**config.mk**
```make
export PLATFORM = sky130hd
export DESIGN_NAME = stc_fifo
export DESIGN_NICKNAME = d
export VERILOG_FILES = /design/src/rtl/core/spectrum_to_chroma_vector_assert.svh /design/src/rtl/core/stc_pkg.sv /design/src/rtl/core/stc_fifo.sv
export SDC_FILE = /design/constraint.sdc
export NUM_CORES = 1
export LEC_CHECK = 0
export BUFFER_PORTS_ARGS = -buffer_cell sky130_fd_sc_hd__buf_2
export CORE_ASPECT_RATIO = 0.8
export CORE_MARGIN = 2
export CORE_UTILIZATION = 59
export CTS_CLUSTER_DIAMETER = 30
export CTS_CLUSTER_SIZE = 24
export DETAILED_ROUTE_END_ITERATION = 8
export PLACE_DENSITY = 0.82
export SYNTH_ARGS = -nofsm -noshare
export SYNTH_HDL_FRONTEND = slang
export SYNTH_SLANG_ARGS = --single-unit
export TNS_END_PERCENT = 5
```
**constraint.sdc**
```tcl
create_clock -name clk_i -period 6 [get_ports clk_i]
set_clock_uncertainty 0.1 [all_clocks]
set_input_delay 1.2 -clock clk_i [delete_from_list [all_inputs] [get_ports clk_i]]
set_output_delay 1.2 -clock clk_i [all_outputs]
set_load 0.05 [all_outputs]
```
**src/rtl/core/spectrum_to_chroma_vector_assert.svh**
```systemverilog
// assertion macros for the chroma vector block
// no dependencies
`ifndef SPECTRUM_TO_CHROMA_VECTOR_ASSERT_SVH
`define SPECTRUM_TO_CHROMA_VECTOR_ASSERT_SVH
// implication checked at every edge outside reset
`define STC_ASSERT_IMP(lbl, clk, rstn, a, c) \
  lbl: assert property (@(posedge clk) disable iff (!rstn) (a) |-> (c)) \
    else $error("assertion failed");
// next-cycle implication
`define STC_ASSERT_NXT(lbl, clk, rstn, a, c) \
  lbl: assert property (@(posedge clk) disable iff (!rstn) (a) |=> (c)) \
    else $error("assertion failed");
`endif

```
**src/rtl/core/stc_pkg.sv**
```systemverilog
// shared types and constants for the chroma vector block
// no dependencies
`timescale 1ns / 1ps
package stc_pkg;
  localparam int unsigned FftSize = 4096;
  localparam int unsigned SampleBits = 24;
  localparam int unsigned NumClasses = 12;
  localparam int unsigned SumW = 38;
  localparam int unsigned TallyW = 13;
  localparam int unsigned AvgW = 24;
  localparam int unsigned RegW = 13;

  localparam logic ActLoad = 1'b0;
  localparam logic ActSample = 1'b1;
  localparam logic [1:0] RegLowBin = 2'd0;
  localparam logic [1:0] RegHighBin = 2'd1;

  typedef struct packed {
    logic        action;
    logic [11:0] bin_index;
    logic signed [23:0] real_part;
    logic signed [23:0] imag_part;
    logic [3:0]  pitch_class;
    logic        frame_last;
  } in_item_t;

  typedef struct packed {
    logic [3:0]  chroma_index;
    logic [23:0] average_energy;
    logic        empty_class;
    logic        last_of_frame;
  } out_item_t;

  // one finished class handed from front to back
  typedef struct packed {
    logic [3:0]        cls;
    logic [SumW-1:0]   sum;
    logic [TallyW-1:0] tally;
  } div_job_t;

  typedef enum logic [1:0] {StIdle, StSqrt, StAcc, StDump} front_state_e;
  typedef enum logic [1:0] {DvIdle, DvRun, DvOut} div_state_e;
endpackage

```
**src/rtl/core/stc_fifo.sv**
```systemverilog
// short queue of class jobs between front and back
// depends on stc_pkg
`timescale 1ns / 1ps
module stc_fifo #(
  parameter int unsigned Depth = 4
) (
  input  logic clk_i,
  input  logic rst_ni,
  input  stc_pkg::div_job_t wr_data_i,
  input  logic wr_valid_i,
  output logic wr_ready_o,
  output stc_pkg::div_job_t rd_data_o,
  output logic rd_valid_o,
  input  logic rd_ready_i
);
  import stc_pkg::*;
  localparam int unsigned PtrW = $clog2(Depth);
  div_job_t mem_q [Depth];
  logic [PtrW-1:0] wp_q, rp_q;
  logic [PtrW:0] cnt_q;
  logic wr, rd;

  assign wr_ready_o = cnt_q != (PtrW + 1)'(Depth);
  assign rd_valid_o = cnt_q != '0;
  assign wr = wr_valid_i && wr_ready_o;
  assign rd = rd_valid_o && rd_ready_i;
  assign rd_data_o = mem_q[rp_q];

  always_ff @(posedge clk_i) begin
    if (wr) mem_q[wp_q] <= wr_data_i;
  end

  always_ff @(posedge clk_i or negedge rst_ni) begin
    if (!rst_ni) begin
      wp_q <= '0;
      rp_q <= '0;
      cnt_q <= '0;
    end else begin
      if (wr) wp_q <= (32'(wp_q) == Depth - 1) ? '0 : wp_q + 1'b1;
      if (rd) rp_q <= (32'(rp_q) == Depth - 1) ? '0 : rp_q + 1'b1;
      cnt_q <= cnt_q + (PtrW + 1)'(wr) - (PtrW + 1)'(rd);
    end
  end
endmodule

```
==> results_dict.tcl <==
set metrics [dict create \
    areaGrowthSynthToFinish_pct 23.6 \
    grt_use_total 0.204 \
    dp.cells 614 \
    clockBufferDepth 3 \
    cts_tree "done" \
    synth_commonest_cells "edfxtp_1, mux4_2, dfrtp_1, ha_1, inv_1" \
    slew_viol_final 0 \
    whs_ns 0.388 \
    postCtsSetupRepairBufs 0 \
    finalSetupViolCount 0 \
    ys_seq_elements 227 \
    min_path_type "in -> async" \
    synth_area_leaders "edfxtp_1, mux4_2, dfrtp_1" \
    grtUsageMet1 0.291 \
    synth_top_cell_by_area "edfxtp_1" \
    die_h_um 110 \
    place_hpwl_um 8390 \
    drv_cap 0 \
    rows 38 \
    async_reset_ff_frac 0.0308 \
    synth.avg_cell_area_um2 25.7 \
    netlist.area_leader.share 0.790 \
    globalRouteOverflowTotal 0 \
    synth_cells 325 \
    cts.clk_slew.worst_paths_ns 0.06 \
    syn-cell-area_um2 8360 \
    p_per_area_nw_per_um2 620 \
    ctsResizeCount 0 \
    rsz0062_at_grt "false" \
    cts_sinks 227 \
    met2_usage 0.323 \
    routabilityCongestion 0.675 \
    die_area_um2 15100 \
    yosys_warnings 0 \
    cp.arrival_ns 2.78 \
    grt_pass1_vias 4063 \
    vdd.ir_drop.worst_mv 0.480 \
    cts_buffers 31 \
    postCtsHoldBufs 0 \
    criticalPathCategory "reg -> out" \
    syn_nets 392 \
    final_layout_size_suffix_gt1_frac 0.496 \
    crit_chain "buf_4, mux4_2, buf_2" \
    die_w_um 137 \
    finalCriticalPeriod_ns 4.08 \
    status "complete, no violations" \
    min_period_over_period 0.681 \
    cp_slowest_cell "dfrtp_4" \
    synth_ff_type "edfxtp_1" \
    ios 116 \
    maxSlewHeadroom 0.432 \
    crit_fanout 32 \
    wl_um 15200 \
    place_area_um2 9140 \
    fin_area_um2 10300 \
    num_vias 3876 \
    synthDistinctLibCells 19 \
    htreeDepth 1 \
    start_kind "register" \
    initialDrtViolationCount 345 \
    met3_usage 0.0560 \
    yosysSeqAreaShare 0.811 \
    ant_nets 0 \
    io_buffers 115 \
    start_util 0.611 \
    instances_no_fill 674 \
    firstDrtPassIters 4 \
    final_nets 534 \
    grt_start_max_net_pins 56 \
    grt-busiest-layer "met2" \
    clock_latency_ns 0.53 \
    vias_per_cell 5.75 \
    synth-edff-count 220 \
    tns_ns 0 \
    antenna_found_initial 3 \
    p_leak_nw 3.65 \
    cp.required_ns 4.70 \
    hold_viol 0 \
    endpoint_kind "primary output" \
    tightest_slew_ns 0.853 \
    fmax_mhz 245 \
    cts_root_buffer "clkbuf_16" \
    core_um2 13700 \
    drc 0 \
    max_stage_delay_ns 0.83 \
    grt_pass1_wl_um 23000 \
    post_drt_wl_per_cell_um 22.6 \
    yosysMostFrequentCell "edfxtp_1" \
]
==> critical path, delay by kind of cell, from the launching register on <==
family,cells,cell delay [ns]
multiplexers,1,0.60
buffers and inverters,2,0.80
flip-flops,1,0.83
==> layout make-up <==
cell class | count | area (um2)
Antenna cell | 2 | 5.00
Clock buffer | 35 | 811
Clock inverter | 23 | 377
Fill cell | 733 | 3360
Inverter | 7 | 26.3
Multi-Input combinational cell | 79 | 1490
Sequential cell | 227 | 6790
Tap cell | 180 | 225
Timing Repair Buffer | 121 | 621
==> worst paths after layout <==
check / depth (start not counted) / start / slack (ns) / end
hold reg to reg: 1 / cnt_q[2]$_DFF_PN0_ / 0.40 / cnt_q[2]$_DFF_PN0_
setup / recovery: 3 / rp_q[0]$_DFFE_PN0P_ / 1.92 / rd_data_o[31]
setup reg to reg: 10 / cnt_q[1]$_DFF_PN0_ / 3.43 / cnt_q[2]$_DFF_PN0_
max in group asynchronous: 1 / rst_ni / 5.24 / rp_q[0]$_DFFE_PN0P_
hold / removal: 1 / rst_ni / 0.39 / wp_q[0]$_DFFE_PN0P_
min in group clk_i: 1 / cnt_q[2]$_DFF_PN0_ / 0.40 / cnt_q[2]$_DFF_PN0_
==> routing by layer <==
metal	routed length, um	up-vias	part of all wire
li1	-	1683	-
met3	1110	30	0.073
met1	6350	2011	0.42
met5	21	-	0.0014
met2	7500	148	0.49
met4	238	4	0.016
==> cell families after synthesis <==
group         after synthesis  share of synthesized area
xor+xnor                    2                    0.00210
fa+ha+maj                   8                     0.0129
buf+inv                    19                     0.0114
flops                     227                      0.811
mux                        59                      0.154
simple gates               10                    0.00823
==> metrics by stage <==
step | power (W) | setup slack (ns) | utilization
finish | 0.00641 | 1.92 | 0.755
global placement | 0.00439 | 2.39 | 0.668
detailed placement | 0.00443 | 2.39 | 0.668
global route | 0.00666 | 1.68 | 0.755
floorplan | 0.00395 | 3.24 | -
CTS | 0.00648 | 1.81 | 0.754
==> registers in the layout, indices dropped and copies added (netlist names) <==
signal and count:
wp_q 2, rp_q 2, cnt_q 3, mem_q 220
==> power breakdown <==
group | total, W | switching (W) | internal (W)
combinational | 0.00212 | 0.00147 | 0.000651
clock | 0.00202 | 0.000660 | 0.00136
sequential | 0.00227 | 0.000159 | 0.00211
total | 0.00641 | 0.00229 | 0.00412
==> placed cells by master (no fill, tap or decap), types with 2 or more instances in the layout <==
cell and n:
nor2_1 2, dfrtp_1 5, clkbuf_8 2, ha_1 7
clkinv_4 3, edfxtp_1 220, clkbuf_16 31, clkinvlp_4 5
diode_2 2, buf_2 115, and3_2 4, buf_4 6
inv_1 7, mux2_4 2, clkinv_2 2, mux4_2 55
inv_6 2, clkbuf_1 2, bufinv_16 9, mux2_2 2
xnor2_1 2
(Power assumes the default switching activity.)
