File: src/rtl/core/spectrum_to_chroma_vector_assert.svh
// assertion macros for the chroma vector block
// no dependencies
`ifndef SPECTRUM_TO_CHROMA_VECTOR_ASSERT_SVH
`define SPECTRUM_TO_CHROMA_VECTOR_ASSERT_SVH
// implication checked at every edge outside reset
`define STC_ASSERT_IMP(lbl, clk, rstn, a, c) \
  lbl: assert property (@(posedge clk) disable iff (!rstn) (a) |-> (c)) \
    else $error("assertion failed");
// next-cycle implication
`define STC_ASSERT_NXT(lbl, clk, rstn, a, c) \
  lbl: assert property (@(posedge clk) disable iff (!rstn) (a) |=> (c)) \
    else $error("assertion failed");
`endif

File: src/rtl/core/stc_pkg.sv
// shared types and constants for the chroma vector block
// no dependencies
`timescale 1ns / 1ps
package stc_pkg;
  localparam int unsigned FftSize = 4096;
  localparam int unsigned SampleBits = 24;
  localparam int unsigned NumClasses = 12;
  localparam int unsigned SumW = 38;
  localparam int unsigned TallyW = 13;
  localparam int unsigned AvgW = 24;
  localparam int unsigned RegW = 13;

  localparam logic ActLoad = 1'b0;
  localparam logic ActSample = 1'b1;
  localparam logic [1:0] RegLowBin = 2'd0;
  localparam logic [1:0] RegHighBin = 2'd1;

  typedef struct packed {
    logic        action;
    logic [11:0] bin_index;
    logic signed [23:0] real_part;
    logic signed [23:0] imag_part;
    logic [3:0]  pitch_class;
    logic        frame_last;
  } in_item_t;

  typedef struct packed {
    logic [3:0]  chroma_index;
    logic [23:0] average_energy;
    logic        empty_class;
    logic        last_of_frame;
  } out_item_t;

  // one finished class handed from front to back
  typedef struct packed {
    logic [3:0]        cls;
    logic [SumW-1:0]   sum;
    logic [TallyW-1:0] tally;
  } div_job_t;

  typedef enum logic [1:0] {StIdle, StSqrt, StAcc, StDump} front_state_e;
  typedef enum logic [1:0] {DvIdle, DvRun, DvOut} div_state_e;
endpackage

File: src/rtl/core/stc_back.sv
// back: radix-2 restoring divider, one quotient bit per cycle, output register
// depends on stc_pkg
`timescale 1ns / 1ps
module stc_back (
  input  logic clk_i,
  input  logic rst_ni,
  input  stc_pkg::div_job_t job_i,
  input  logic job_valid_i,
  output logic job_ready_o,
  output stc_pkg::out_item_t out_o,
  output logic out_valid_o,
  input  logic out_ready_i
);
  import stc_pkg::*;
  localparam int unsigned CntW = $clog2(SumW + 1);

  div_state_e state_q, state_d;
  logic [SumW-1:0] quo_q;
  logic [TallyW:0] rem_q;
  logic [TallyW-1:0] den_q;
  logic [3:0] cls_q;
  logic [CntW-1:0] cnt_q;
  logic [TallyW:0] rem_sh, rem_sub;
  logic load, step;

  assign rem_sh = {rem_q[TallyW-1:0], quo_q[SumW-1]};
  assign rem_sub = rem_sh - {1'b0, den_q};

  always_comb begin
    state_d = state_q;
    job_ready_o = 1'b0;
    load = 1'b0;
    step = 1'b0;
    case (state_q)
      DvIdle: begin
        job_ready_o = 1'b1;
        if (job_valid_i) begin
          load = 1'b1;
          state_d = DvRun;
        end
      end
      DvRun: begin
        step = 1'b1;
        if (32'(cnt_q) == SumW - 1) state_d = DvOut;
      end
      DvOut: begin
        if (!out_valid_o || out_ready_i) state_d = DvIdle;
      end
      default: state_d = DvIdle;
    endcase
  end

  always_ff @(posedge clk_i) begin
    if (load) begin
      quo_q <= job_i.sum;
      den_q <= job_i.tally;
      cls_q <= job_i.cls;
      rem_q <= '0;
    end else if (step) begin
      if (!rem_sub[TallyW]) begin
        rem_q <= rem_sub;
        quo_q <= {quo_q[SumW-2:0], 1'b1};
      end else begin
        rem_q <= rem_sh;
        quo_q <= {quo_q[SumW-2:0], 1'b0};
      end
    end
  end

  always_ff @(posedge clk_i or negedge rst_ni) begin
    if (!rst_ni) begin
      state_q <= DvIdle;
      cnt_q <= '0;
      out_valid_o <= 1'b0;
    end else begin
      state_q <= state_d;
      cnt_q <= load ? '0 : (step ? cnt_q + 1'b1 : cnt_q);
      if (state_q == DvOut && (!out_valid_o || out_ready_i)) out_valid_o <= 1'b1;
      else if (out_valid_o && out_ready_i) out_valid_o <= 1'b0;
    end
  end

  always_ff @(posedge clk_i) begin
    if (state_q == DvOut && (!out_valid_o || out_ready_i)) begin
      out_o.chroma_index <= cls_q;
      out_o.empty_class <= den_q == '0;
      out_o.last_of_frame <= 32'(cls_q) == NumClasses - 1;
      if (den_q == '0) out_o.average_energy <= '0;
      else if (quo_q[SumW-1:AvgW] != '0) out_o.average_energy <= {AvgW{1'b1}};
      else out_o.average_energy <= quo_q[AvgW-1:0];
    end
  end
endmodule
File: config.mk
export PLATFORM = sky130hd
export DESIGN_NAME = stc_back
export DESIGN_NICKNAME = d
export VERILOG_FILES = /design/src/rtl/core/spectrum_to_chroma_vector_assert.svh /design/src/rtl/core/stc_pkg.sv /design/src/rtl/core/stc_back.sv
export SDC_FILE = /design/constraint.sdc
export NUM_CORES = 1
export LEC_CHECK = 0
export CAP_MARGIN = 15
export CORE_AREA = 5 5 98 100
export CTS_CLUSTER_DIAMETER = 30
export DETAILED_ROUTE_END_ITERATION = 10
export DIE_AREA = 0 0 103 105
export DONT_BUFFER_PORTS = 1
export HOLD_SLACK_MARGIN = 0.15
export PLACE_DENSITY = 0.7
export REMOVE_ABC_BUFFERS = 1
export SLEW_MARGIN = 20
export SYNTH_ARGS = -nofsm -noshare
export SYNTH_HDL_FRONTEND = slang
export SYNTH_SLANG_ARGS = --single-unit
export TNS_END_PERCENT = 5
File: constraint.sdc
create_clock -name clk_i -period 2.6 [get_ports clk_i]
set_input_delay 0.26 -clock clk_i [delete_from_list [all_inputs] [get_ports clk_i]]
set_output_delay 0.26 -clock clk_i [all_outputs]
set_load 0.1 [all_outputs]
==> impl_metrics.yaml <==
critical_path:
  worstReg2RegStart: "den_q[10]$_DFFE_PP_"
  worst_r2r_path_depth: 11
  endpoint: "rem_q[4]$_SDFFE_PP0P_"
  cp_data_arrival_time_ns: 2.75
  worst_r2r_endpoint: "rem_q[4]$_SDFFE_PP0P_"
  setup.worst_path.class: "flip-flop to flip-flop"
  r2r_setup_slack_ns: 0.11
  critical_path_sink_type: "flip-flop"
  crit_required_ns: 2.86
  worst_setup_path_startpoint: "den_q[10]$_DFFE_PP_"
  worstPathMaxFanout: 10
  timing.critical_path.from_type: "flip-flop"
grt:
  grt.total_usage: 0.205
  initial_antenna_violation_count: 0
  grt_pass1_vias: 3604
  grt_first_pass_wirelength_mm: 17.3
  global_route.overflow_total: 0
  grt_max_degree: 56
placed_design:
  place_area_um2: 5190
  preCtsSetupSlack_ns: -0.0449
  finalWeightedCongestion: 0.823
  io_buffer_count: 0
  place.detailed.instances: 583
  place.detailed.hpwl_mm: 6.97
route:
  antenna_violating_nets_post_route: 0
  detail_route.vias_per_cell: 5.50
  drc: 0
  via_count: 3625
  routedWlPerCell_um: 16.5
  dr.first_iter.drc_count: 167
  dr.pass1.iters: 5
  drt_total_wl_mm: 10.9
timing:
  fin_skew_ns: 0.0202
  totalNegativeSetupSlack_ns: 0
  worst_slack_ns: 0.113
  clock.fmax_mhz: 402
  finalCriticalPeriod_ns: 2.49
  timing.final.setup_violations: 0
  tightest_slew_ns: 0.936
  worst_hold_slack_ns: 0.246
  timing_max_transition_violations_final: 0
  final-hold-violation-count: 0
  final.period_utilization: 0.957
  maxSlewHeadroom: 0.377
clock_tree:
  cts.htree.levels: 3
  ctsLongestPathBuffers: 2
  tritoncts.num_buffers: 9
  clkSinkCount: 107
  tritoncts: "done"
  insertion_delay_ns: 0.37
  cts.clk_slew.worst_paths_ns: 0.11
  buffer_type_at_the_clock_tree_root: "sky130_fd_sc_hd__clkbuf_8"
synth:
  yosys.area_share.adder: 0.0416
  synth_sequential_area_ratio: 0.609
  synth_top_area_share: 0.511
  synth.cells.most_frequent: "sky130_fd_sc_hd__nand2_1 (131), sky130_fd_sc_hd__edfxtp_1 (85), sky130_fd_sc_hd__nor2_1 (58), sky130_fd_sc_hd__o21ai_0 (21), sky130_fd_sc_hd__inv_1 (19)"
  syn_avg_cell_area_um2: 10.5
  dominant_cell_type_by_area_after_synthesis: "sky130_fd_sc_hd__edfxtp_1"
  yosysWarnings: 0
  synth_cells: 477
  post-synth-top-count-cell: "sky130_fd_sc_hd__nand2_1"
  synth_compound_area_frac: 0.0782
  muxShareOfSynthArea: 0.0206
  synth-main-ff-cell: "sky130_fd_sc_hd__edfxtp_1"
  ys_seq_elements: 107
  netlist_top_cells_area: "sky130_fd_sc_hd__edfxtp_1 (51%), sky130_fd_sc_hd__nand2_1 (9.9%), sky130_fd_sc_hd__dfxtp_1 (5.2%), sky130_fd_sc_hd__dfrtp_1 (4.5%), sky130_fd_sc_hd__nor2_1 (4.4%)"
  synthSimpleGateAreaFrac: 0.205
  dominant_combinational_cell_family_by_area_after_synthesis: "simple AND/OR/NAND/NOR gates"
  async_flop_share: 0.0841
  synth_cell_type_count: 49
  syn-cell-area_um2: 4990
  synth_edf_count: 85
  synth_xor_xnor_area_share: 0.0140
finish:
  final_net_count: 621
  final.fill_count: 649
  layout-drive-gt1-share: 0.0944
  final-instance-count-excl-fill: 659
  multiInputGateArea_um2: 1810
  sequential_cell_area_um2: 3040
  finalInstanceArea_um2: 6010
  antenna_cells_inserted: 0
  syn_to_final_growth_pct: 20.4
die:
  start_util: 0.581
  die_area_um2: 10800
  top_level_ports: 91
  fp.dieW_um: 103
  std_cell_core_area_um2: 8590
  die_height_um: 105
  rows: 34
pwr:
  power-per-cell-area_nw_per_um2: 1080
  power.static_leakage_nw: 2.39
  vdd_drop_max_v: 0.000565
run:
  drv_cap: 0
status:
  status: "finished, final reports clean"
hold_path:
  hp-class: "primary input to async pin"
## worst max-delay path, cell delays in order, from the launching register on
cell                        delay (ns)
sky130_fd_sc_hd__edfxtp_1         0.41
sky130_fd_sc_hd__inv_1            0.09
sky130_fd_sc_hd__ha_2             0.31
sky130_fd_sc_hd__a21o_1           0.21
sky130_fd_sc_hd__a21oi_2          0.17
sky130_fd_sc_hd__nor2_1           0.09
sky130_fd_sc_hd__a2111oi_4        0.36
sky130_fd_sc_hd__o311ai_4         0.20
sky130_fd_sc_hd__buf_12           0.18
sky130_fd_sc_hd__buf_4            0.13
sky130_fd_sc_hd__a32oi_1          0.15
sky130_fd_sc_hd__o21ai_0          0.10
## worst min path at each step
stage           start  cells after the start  slack, ns                 endpoint
2_1_floorplan  rst_ni                      0      -0.04     cnt_q[0]$_DFFE_PN0P_
3_3_place_gp   rst_ni                      0      -0.04   state_q[0]$_DFFE_PN0P_
3_5_place_dp   rst_ni                      0      -0.04  out_valid_o$_DFFE_PN0P_
4_1_cts        rst_ni                      1       0.24     cnt_q[0]$_DFFE_PN0P_
5_1_grt        rst_ni                      1       0.27  out_valid_o$_DFFE_PN0P_
6_report       rst_ni                      1       0.25   state_q[0]$_DFFE_PN0P_
## per-stage QoR
step	power (mW)	util
6_report	6.50	0.699
5_1_grt	6.97	0.699
4_1_cts	6.37	0.695
3_5_place_dp	5.28	0.604
3_3_place_gp	5.19	0.604
2_1_floorplan	4.64	-
## where the power goes
| part | total [mW] | switching [mW] | leakage [nW] | internal (mW) |
|---|---|---|---|---|
| Combinational | 2.64 | 1.46 | 1.33 | 1.18 |
| Clock | 1.01 | 0.629 | 0.101 | 0.381 |
| Sequential | 2.85 | 0.324 | 0.964 | 2.53 |
| Total | 6.50 | 2.41 | 2.39 | 4.09 |
## cell type report
class | instances | area share
tap | 108 | 0.0225
inverter | 20 | 0.0125
sequential | 107 | 0.506
clock buffer | 9 | 0.0206
timing repair buffer | 77 | 0.125
multi-input combinational | 331 | 0.302
clock inverter | 7 | 0.0123
## state kept, by name (all words and copies together) (netlist names)
signal	cells
cls_q	4
cnt_q	6
den_q	13
out_o	30
out_valid_o	1
quo_q	38
rem_q	13
state_q	2
## cell families after synthesis
family,after synthesis
AO/OA/AOI/OAI,56
XOR/XNOR,8
adder cells (fa/ha/maj),16
buffers and inverters,39
flip-flops,107
multiplexers,10
AND/OR/NAND/NOR,241
## timing repair
item | CTS | global route
setup endpoints to repair | 5 | 10
gates resized for setup | 0 | 4
pin swaps | 1 | 2
hold buffers | 58 | 0
hold endpoints to repair | 66 | 0
setup buffers | 0 | 2
## routing by layer
layer	part of all wire	up-vias	global-route usage
met1	0.42	1712	0.266
met5	0	-	0
met4	0.018	0	0.0620
met2	0.50	108	0.330
li1	-	1785	-
met3	0.061	20	0.0586
## placed cells by master (no fill, tap or decap), drive strengths merged, types with 2 or more instances in the layout
master / count
nor3: 2
nand2b: 4
xor2: 3
dfrtp: 9
dfxtp: 13
or3: 3
dlygate4sd3: 58
clkinv: 4
xnor2: 5
a21o: 3
edfxtp: 85
nand2: 131
nand3: 15
nor2: 58
mux2: 2
mux2i: 8
a31oi: 4
clkbuf: 9
buf: 19
inv: 23
o21a: 2
ha: 15
o21ai: 26
a21oi: 9
nor4: 5
nor2b: 8
and3: 6
nand4: 5
Note: power is estimated with default switching activity, not from simulation.
